===== src/cpa_pkg.sv =====
// Shared types and constants of the channel pool allocator.
// No dependencies; used by every module of the block.
`timescale 1ns / 1ps
`default_nettype none

package cpa_pkg;

  localparam int CHANNELS_DEF     = 24;
  localparam int SOURCE_SLOTS_DEF = 256;

  localparam int ACT_W       = 2;
  localparam int SID_W       = 8;
  localparam int CH_W        = 5;
  localparam int IN_TDATA_W  = 16;
  localparam int OUT_TDATA_W = 8;

  typedef enum logic [ACT_W-1:0] {
    ACT_ASSIGN  = 2'd0,
    ACT_RELEASE = 2'd1,
    ACT_QUERY   = 2'd2
  } action_t;

  // One entry of the source map.
  typedef struct packed {
    logic            valid;
    logic [CH_W-1:0] chan;
  } map_entry_t;

  // Controller to datapath.
  typedef struct packed {
    logic clr_wr;  // write one cleared map entry and advance the sweep
    logic load;    // capture a request and read its map entry
    logic exec;    // commit map/FIFO updates and load the result register
  } cmd_t;

  // Datapath to controller.
  typedef struct packed {
    logic clr_last;   // sweep is at the last map entry
    logic out_stall;  // result register full and not taken this cycle
  } sts_t;

endpackage

`default_nettype wire


===== src/cpa_ctrl.sv =====
// Controller of the channel pool allocator: clear sweep, request load, commit.
// Depends on cpa_pkg for the command and status structs.
`timescale 1ns / 1ps
`default_nettype none

module cpa_ctrl (
  input  wire           clk,
  input  wire           rst_n,
  input  wire           in_tvalid,
  output logic          in_tready,
  input  cpa_pkg::sts_t sts,
  output cpa_pkg::cmd_t cmd
);

  typedef enum logic [2:0] {
    ST_CLEAR = 3'b001,
    ST_IDLE  = 3'b010,
    ST_EXEC  = 3'b100
  } state_t;

  state_t state_r, state_nxt;

  always_comb begin
    state_nxt  = state_r;
    in_tready  = 1'b0;
    cmd        = '0;
    unique case (state_r)
      ST_CLEAR: begin
        cmd.clr_wr = 1'b1;
        if (sts.clr_last) state_nxt = ST_IDLE;
      end
      ST_IDLE: begin
        in_tready = 1'b1;
        if (in_tvalid) begin
          cmd.load  = 1'b1;
          state_nxt = ST_EXEC;
        end
      end
      ST_EXEC: begin
        // hold until the result register can take the new result
        if (!sts.out_stall) begin
          cmd.exec  = 1'b1;
          state_nxt = ST_IDLE;
        end
      end
      default: state_nxt = ST_CLEAR;
    endcase
  end

  always_ff @(posedge clk) begin
    if (!rst_n) state_r <= ST_CLEAR;
    else        state_r <= state_nxt;
  end

endmodule

`default_nettype wire


===== src/cpa_dp.sv =====
// Datapath of the channel pool allocator: source map memory, free-channel FIFO,
// result register. Depends on cpa_pkg; driven by cpa_ctrl commands.
`timescale 1ns / 1ps
`default_nettype none

module cpa_dp #(
  parameter int CHANNELS     = cpa_pkg::CHANNELS_DEF,
  parameter int SOURCE_SLOTS = cpa_pkg::SOURCE_SLOTS_DEF
) (
  input  wire                               clk,
  input  wire                               rst_n,
  input  wire  [cpa_pkg::ACT_W-1:0]         in_action,
  input  wire  [cpa_pkg::SID_W-1:0]         in_source_id,
  input  cpa_pkg::cmd_t                     cmd,
  output cpa_pkg::sts_t                     sts,
  output logic                              out_tvalid,
  input  wire                               out_tready,
  output logic [cpa_pkg::OUT_TDATA_W-1:0]   out_tdata
);

  localparam int CH_W   = cpa_pkg::CH_W;
  localparam int MAP_AW = $clog2(SOURCE_SLOTS);
  localparam int CMPW   = ((MAP_AW > cpa_pkg::SID_W) ? MAP_AW : cpa_pkg::SID_W) + 1;
  localparam int PW     = (CHANNELS > 1) ? $clog2(CHANNELS) : 1;
  localparam int CNT_W  = $clog2(CHANNELS + 1);

  // Source map
  cpa_pkg::map_entry_t map_mem [SOURCE_SLOTS];
  cpa_pkg::map_entry_t map_q_r;
  cpa_pkg::map_entry_t map_wd;
  logic                map_we;
  logic [MAP_AW-1:0]   clr_idx_r;

  // Captured request
  logic [cpa_pkg::ACT_W-1:0] act_r;
  logic [MAP_AW-1:0]         idx_r;
  logic                      inrange_r;

  logic [CMPW-1:0]   sid_ext;
  logic              sid_inrange;

  // Free-channel FIFO
  logic [CH_W-1:0]  fifo_r [CHANNELS];
  logic [PW-1:0]    head_r, tail_r;
  logic [CNT_W-1:0] count_r;
  logic             pop, push;

  // Result
  logic            res_ok, res_wp;
  logic [CH_W-1:0] res_ch;
  logic            out_valid_r;
  logic [cpa_pkg::OUT_TDATA_W-1:0] out_data_r;

  assign sid_ext     = CMPW'(in_source_id);
  assign sid_inrange = sid_ext < CMPW'(SOURCE_SLOTS);

  assign sts.clr_last  = clr_idx_r == MAP_AW'(SOURCE_SLOTS - 1);
  assign sts.out_stall = out_valid_r && !out_tready;

  // Decide the result and the state updates of the captured request.
  always_comb begin
    res_ok = 1'b0;
    res_ch = '0;
    res_wp = 1'b0;
    map_we = 1'b0;
    map_wd = '0;
    pop    = 1'b0;
    push   = 1'b0;
    if (inrange_r) begin
      unique case (act_r)
        cpa_pkg::ACT_ASSIGN: begin
          if (map_q_r.valid) begin
            res_ok = 1'b1;
            res_ch = map_q_r.chan;
            res_wp = 1'b1;
          end else if (count_r != '0) begin
            res_ok       = 1'b1;
            res_ch       = fifo_r[head_r];
            pop          = 1'b1;
            map_we       = 1'b1;
            map_wd.valid = 1'b1;
            map_wd.chan  = fifo_r[head_r];
          end
        end
        cpa_pkg::ACT_RELEASE: begin
          if (map_q_r.valid) begin
            res_ok = 1'b1;
            res_ch = map_q_r.chan;
            map_we = 1'b1;
            push   = count_r < CNT_W'(CHANNELS);
          end
        end
        cpa_pkg::ACT_QUERY: begin
          if (map_q_r.valid) begin
            res_ok = 1'b1;
            res_ch = map_q_r.chan;
          end
        end
        default: ;
      endcase
    end
  end

  // Map memory: one write port, one registered read port.
  always_ff @(posedge clk) begin
    if (cmd.clr_wr) begin
      map_mem[clr_idx_r] <= '0;
    end else if (cmd.exec && map_we) begin
      map_mem[idx_r] <= map_wd;
    end
    if (cmd.load && sid_inrange) begin
      map_q_r <= map_mem[sid_ext[MAP_AW-1:0]];
    end
  end

  always_ff @(posedge clk) begin
    if (!rst_n) begin
      clr_idx_r <= '0;
    end else if (cmd.clr_wr && !sts.clr_last) begin
      clr_idx_r <= clr_idx_r + MAP_AW'(1);
    end
  end

  always_ff @(posedge clk) begin
    if (cmd.load) begin
      act_r     <= in_action;
      idx_r     <= sid_ext[MAP_AW-1:0];
      inrange_r <= sid_inrange;
    end
  end

  // Free FIFO: pop at head, push at tail, both wrapping at CHANNELS.
  always_ff @(posedge clk) begin
    if (!rst_n) begin
      for (int i = 0; i < CHANNELS; i++) begin
        fifo_r[i] <= CH_W'(i);
      end
      head_r  <= '0;
      tail_r  <= '0;
      count_r <= CNT_W'(CHANNELS);
    end else if (cmd.exec) begin
      if (pop) begin
        head_r  <= (head_r == PW'(CHANNELS - 1)) ? '0 : head_r + PW'(1);
        count_r <= count_r - CNT_W'(1);
      end
      if (push) begin
        fifo_r[tail_r] <= map_q_r.chan;
        tail_r  <= (tail_r == PW'(CHANNELS - 1)) ? '0 : tail_r + PW'(1);
        count_r <= count_r + CNT_W'(1);
      end
    end
  end

  // Result register
  always_ff @(posedge clk) begin
    if (!rst_n) begin
      out_valid_r <= 1'b0;
    end else if (cmd.exec) begin
      out_valid_r <= 1'b1;
    end else if (out_tready) begin
      out_valid_r <= 1'b0;
    end
  end

  always_ff @(posedge clk) begin
    if (cmd.exec) begin
      out_data_r <= {1'b0, res_wp, res_ch, res_ok};
    end
  end

  assign out_tvalid = out_valid_r;
  assign out_tdata  = out_data_r;

endmodule

`default_nettype wire


===== src/channel_pool_allocator.sv =====
// Channel pool allocator top level: cpa_ctrl sequences cpa_dp, the map and FIFO datapath.
// A request has its source map entry read into a register; the commit state then updates the
// map and FIFO and loads the result register, held while that register is full and not taken.
// A new request is taken only after the last one commits: the map write-back follows its read.
// Reset: synchronous, active low; afterwards a clearing pass zeroes the map while in_tready
// stays low; the free FIFO restarts with channels 0..CHANNELS-1.
`timescale 1ns / 1ps
`default_nettype none

module channel_pool_allocator #(
  parameter int CHANNELS     = cpa_pkg::CHANNELS_DEF,     // 1 to 32 voice channels
  parameter int SOURCE_SLOTS = cpa_pkg::SOURCE_SLOTS_DEF  // 2 to 4096 map entries
) (
  input  wire                              clk,
  input  wire                              rst_n,
  // request channel
  input  wire                              in_tvalid,
  output logic                             in_tready,
  input  wire  [cpa_pkg::IN_TDATA_W-1:0]   in_tdata,   // action[1:0], source_id[9:2], zero
  // result channel
  output logic                             out_tvalid,
  input  wire                              out_tready,
  output logic [cpa_pkg::OUT_TDATA_W-1:0]  out_tdata   // ok[0], channel[5:1], was_playing[6], zero
);

  cpa_pkg::cmd_t cmd;
  cpa_pkg::sts_t sts;

  // The controller accepts a request only in its idle state; the result
  // register in the datapath lets a new request in while an old result waits.
  cpa_ctrl u_ctrl (
    .clk       (clk),
    .rst_n     (rst_n),
    .in_tvalid (in_tvalid),
    .in_tready (in_tready),
    .sts       (sts),
    .cmd       (cmd)
  );

  // Unpack the request fields straight into the datapath capture registers.
  cpa_dp #(
    .CHANNELS     (CHANNELS),
    .SOURCE_SLOTS (SOURCE_SLOTS)
  ) u_dp (
    .clk          (clk),
    .rst_n        (rst_n),
    .in_action    (in_tdata[cpa_pkg::ACT_W-1:0]),
    .in_source_id (in_tdata[cpa_pkg::ACT_W +: cpa_pkg::SID_W]),
    .cmd          (cmd),
    .sts          (sts),
    .out_tvalid   (out_tvalid),
    .out_tready   (out_tready),
    .out_tdata    (out_tdata)
  );

endmodule

`default_nettype wire


===== config.mk =====
export PLATFORM = sky130hd
export DESIGN_NAME = channel_pool_allocator
export DESIGN_NICKNAME = d
export VERILOG_FILES = /design/src/cpa_pkg.sv /design/src/cpa_ctrl.sv /design/src/cpa_dp.sv /design/src/channel_pool_allocator.sv
export SDC_FILE = /design/constraint.sdc
export NUM_CORES = 2
export LEC_CHECK = 0
export BUFFER_PORTS_ARGS = -buffer_cell sky130_fd_sc_hd__buf_4
export CAP_MARGIN = 5
export CORE_ASPECT_RATIO = 0.75
export CORE_MARGIN = 3
export CORE_UTILIZATION = 55
export DETAILED_ROUTE_END_ITERATION = 8
export PLACE_DENSITY = 0.75
export SLEW_MARGIN = 5
export SYNTH_ARGS = -nofsm -noshare
export SYNTH_HDL_FRONTEND = slang
export SYNTH_HIERARCHICAL = 1
export SYNTH_SLANG_ARGS = --single-unit

===== constraint.sdc =====
create_clock -name clk -period 25.8 [get_ports clk]
set_input_delay 5.16 -clock clk [delete_from_list [all_inputs] [get_ports clk]]
set_output_delay 5.16 -clock clk [all_outputs]
set_load 0.005 [all_outputs]

==> metrics list <==
- After synthesis, the share of flip-flops with an asynchronous set or reset is 0%.
- From synthesis to final layout, the design area changed by 9.54%.
- The clock net in this run drives a total of about 1,800 sinks.
- Data required time of the critical path: between 20,000 and 30,000 ps
- Sequential cells were found to cover ~75% of the synthesized design area.
* Buf+Inv Stages, Crit Path: 5
* Beginning of the worst hold path: u_dp/head_r[1]
- Fraction of final layout cells with drive strength greater than 1: around 20%
- Clock root buffer master: sky130_fd_sc_hd__clkbuf_16
- Number of levels the H-tree was split into: 4
- Traced cell by cell, the critical path runs through buf_8 > buf_4 > buf_4 > buf_4 > buf_4 > mux4_2 > a22o_1 > a221oi_1 > nor3_1 > a211oi_1 > o211ai_1.
- In this run, synthesis inferred 1,719 flip-flops with an integrated enable.
- Setup skew after layout: around 32 ps
* Largest incremental delay on the critical path: between 700 and 800 ps
- Leakage power: just over 20 nW
* Maximum buffer depth of the clock tree: 3
* Status: completed
* Routed length per instance: 30.0 um
- Seq cells post-synth: 1,751
- Port buffering added 22 buffers.
- DP Wirelength: about 97 mm
- The repair_antennas step left the layout with diodes totalling 0.
- Cell types with the highest counts after synthesis: 1,719 x sky130_fd_sc_hd__edfxtp_1, 394 x sky130_fd_sc_hd__mux4_2, 345 x sky130_fd_sc_hd__nor2_1
- Across every metal layer, demand over resource in global routing totals about a quarter.
- Distinct cells, synth: 74
- CP Class: in -> reg
* Core Util, Final: between 60% and 70%
- Library cell contributing the largest single delay on the critical path: sky130_fd_sc_hd__buf_4
- Number of buffers added by the clock tree synthesis step: about 150
- Endpoint type of the worst setup path: register
- Prevailing post-synth register cell: sky130_fd_sc_hd__edfxtp_1
- After detailed routing, the number of remaining DRC violations is 0.
- The mapped netlist covers approximately 70,000 um2.
- The floorplan step defined a die boundary enclosing about 130,000 um2.
- The floorplan step defined a core boundary enclosing around 130,000 um2.
- The initial antenna violation count came to 1.
* Number of core rows: approximately 110
- Final-stage net count: between 3,000 and 4,000
- The first global-routing pass estimated approximately 240 mm of wire.
- Worst VDD drop: approximately 73 uV
- Final Hold Viols: 0
- In this run the horizontal extent of the chip is roughly 420 um.
- The biggest area contributor in the post-synthesis netlist is sky130_fd_sc_hd__edfxtp_1.
- Setup repair after global routing left no endpoint under its margin.
- For this run, the number of Yosys warnings is 6.
* TritonCTS clock tree: yes
- Measured against its own limit, the worst slew margin works out to between 10% and 20%.
- sky130_fd_sc_hd__edfxtp_1 is the most common cell in the netlist.
- Slew at the pin closest to its max-slew limit: around 1200 ps
* Detail Route Antenna Nets: 0
- Synthesis produced around 3,700 cells.
- Weighted congestion at the end of routability-driven global placement: between 0.8 and 0.9
- CP arrival: 10,810 ps
- Once the clock tree was built, the resizer swapped 0 gates to a different size.
- Synthesized area per cell: 19.1 um2
- Highest net fanout along the worst path: 56
- For the finished layout, the period the worst path requires is slightly above 10,000 ps.
* Vias in the first global route: 35,446
- Overflow left after global routing: 0
- Effective utilization at floorplan: about 56%
- After detailed routing, the total wire length is 164 mm.
- The number of nets in the synthesized netlist is about 3,700.
- Die Span Y: ~310 um
- Clock latency on the worst-skew pair: approximately 780 ps
* Kind of cell adding the most delay to the critical path: buffers and inverters
* Sum of negative setup slack: 0 ps
- In this run the post-CTS setup repair buffer count came out at 0.
* Pwr Total: about 5.5 mW
* MaxCap Viol Count: 0
- Count of final setup violators: 0
* Final critical-path share of the clock period: approximately 40%
- The worst setup path is launched from an input pin.
* Post-CTS Hold Fix Bufs: 0
* Area contributors post-synth: sky130_fd_sc_hd__edfxtp_1 74%, sky130_fd_sc_hd__mux4_2 13%, sky130_fd_sc_hd__nor2_1 1.9%, sky130_fd_sc_hd__mux2i_1 1.6%, sky130_fd_sc_hd__a22oi_1 0.93%
* Maximum number of pins on one net before global-route repair: between 200 and 250
- Pin placement for this block handled 30 I/O pins.
* Share of the synthesized area in the top cell type: 73.9%
- Max-slew violation count: 0
- Among the stages of the critical path, the cell type that occurs most often is sky130_fd_sc_hd__buf_4.
- The most critical setup path has its startpoint at in_tdata[2].
- The first routing iteration left 5,020 violations.
- Highest clock frequency the design can meet: 0.0971 GHz
- Detailed routing inserted a total of around 36,000 vias.
* P per Cell Area: between 70 and 80 nW/um2
- Path category of the worst min-delay check: reg -> reg
- Clock-pin slew was measured on the worst setup and hold paths at 70 ps.
- The first TritonRoute pass finished after 6 iterations.
- Using the TritonRoute via totals, the vias-per-cell ratio works out to roughly 6.6.
logic make-up (layout without fill, tap and decap cells):
group / Yosys count / in the layout / synth area share (%)
compound gates: 336 / 336 / 3.40
xor+xnor: 16 / 16 / 0.201
fa+ha+maj: 13 / 13 / 0.244
buf+inv: 254 / 390 / 1.74
flops: 1751 / 1751 / 74.8
mux: 526 / 526 / 14.6
other cells: 1 / 1 / 0.00537
simple gates: 760 / 760 / 4.99
registers in the layout (all words and copies together), names as in the netlist, named ones only:
register and flops:
u_dp/count_r 5, u_dp/head_r 5, u_dp/fifo_r 160, u_dp/map_q_r 6, u_dp/map_mem 1536, u_dp/act_r 2, u_dp/tail_r 5, u_dp/out_tvalid 1
u_dp/idx_r 8, u_dp/clr_idx_r 8, u_dp/out_tdata 7, u_ctrl/state_r 3
path summary, 6_finish.rpt:
check	endpoint	slack, ps	cells past startpoint
setup / recovery	u_dp/map_q_r[4]	15500	11
hold reg to reg	register	510	2
setup reg to reg	u_dp/map_mem[237][2]	20820	8
hold / removal	register	510	2
cell type report:
| type | count | area, um2 |
|---|---|---|
| clock buffer | 196 | 4200 |
| clock inverter | 84 | 697 |
| fill | 8545 | 48800 |
| inverter | 21 | 86.3 |
| multi-input combinational | 1652 | 16500 |
| sequential | 1751 | 52300 |
| tap | 1653 | 2070 |
| timing repair buffer | 89 | 713 |
where the power goes:
part	switching [mW]	internal [mW]
registers	0.00488	3.09
clock network	1.00	1.25
logic	0.108	0.0541
total	1.11	4.40
through the flow:
stage          worst slack, ps  hold WS, ps  cells  area, um2
6_report                 15500          514   5446      76500
5_1_grt                  14930          543   5446      76500
4_1_cts                  15460          517   5444      76500
3_5_place_dp             14660          507   5164      71600
3_3_place_gp             14700          478   5164      71600
2_1_floorplan            12050          467   3657      69900
worst reg2reg max path, stage by stage (launching register included):
cell	delay (ps)
sky130_fd_sc_hd__dfxtp_2	570
sky130_fd_sc_hd__buf_4	610
sky130_fd_sc_hd__mux4_2	430
sky130_fd_sc_hd__mux4_2	270
sky130_fd_sc_hd__mux2i_1	140
sky130_fd_sc_hd__nor2_4	110
sky130_fd_sc_hd__buf_4	570
sky130_fd_sc_hd__buf_4	970
sky130_fd_sc_hd__buf_4	920
metal layers:
layer / share of wire [%] / up-vias / global-route usage [%]
li1: - / 14899 / -
met1: 40 / 18877 / 37.5
met2: 45 / 2144 / 36.7
met3: 12 / 258 / 7.10
met4: 2.5 / 0 / 7.23
met5: 0 / - / 0
placed cells by master, fill, tap and decap left out, types with 10 or more instances in the layout:
| cell type | instances |
|---|---|
| sky130_fd_sc_hd__dfxtp_1 | 30 |
| sky130_fd_sc_hd__xnor2_1 | 12 |
| sky130_fd_sc_hd__nand4_1 | 14 |
| sky130_fd_sc_hd__nor3_1 | 69 |
| sky130_fd_sc_hd__nand2b_1 | 31 |
| sky130_fd_sc_hd__a21oi_1 | 50 |
| sky130_fd_sc_hd__and3_1 | 13 |
| sky130_fd_sc_hd__a221oi_1 | 14 |
| sky130_fd_sc_hd__bufinv_16 | 10 |
| sky130_fd_sc_hd__nor2b_1 | 21 |
| sky130_fd_sc_hd__mux2i_1 | 112 |
| sky130_fd_sc_hd__mux4_2 | 394 |
| sky130_fd_sc_hd__buf_4 | 84 |
| sky130_fd_sc_hd__a211oi_1 | 13 |
| sky130_fd_sc_hd__and2_1 | 35 |
| sky130_fd_sc_hd__clkinv_1 | 40 |
| sky130_fd_sc_hd__clkbuf_1 | 32 |
| sky130_fd_sc_hd__nor2_1 | 339 |
| sky130_fd_sc_hd__nand2_1 | 126 |
| sky130_fd_sc_hd__clkbuf_16 | 162 |
| sky130_fd_sc_hd__clkinv_2 | 20 |
| sky130_fd_sc_hd__o221ai_1 | 12 |
| sky130_fd_sc_hd__or3_1 | 19 |
| sky130_fd_sc_hd__o22ai_1 | 20 |
| sky130_fd_sc_hd__mux2_2 | 19 |
| sky130_fd_sc_hd__o21ai_0 | 50 |
| sky130_fd_sc_hd__a22oi_1 | 84 |
| sky130_fd_sc_hd__ha_1 | 12 |
| sky130_fd_sc_hd__nand3_1 | 45 |
| sky130_fd_sc_hd__inv_1 | 19 |
| sky130_fd_sc_hd__edfxtp_1 | 1719 |
Note: power is estimated with default switching activity, not from simulation.
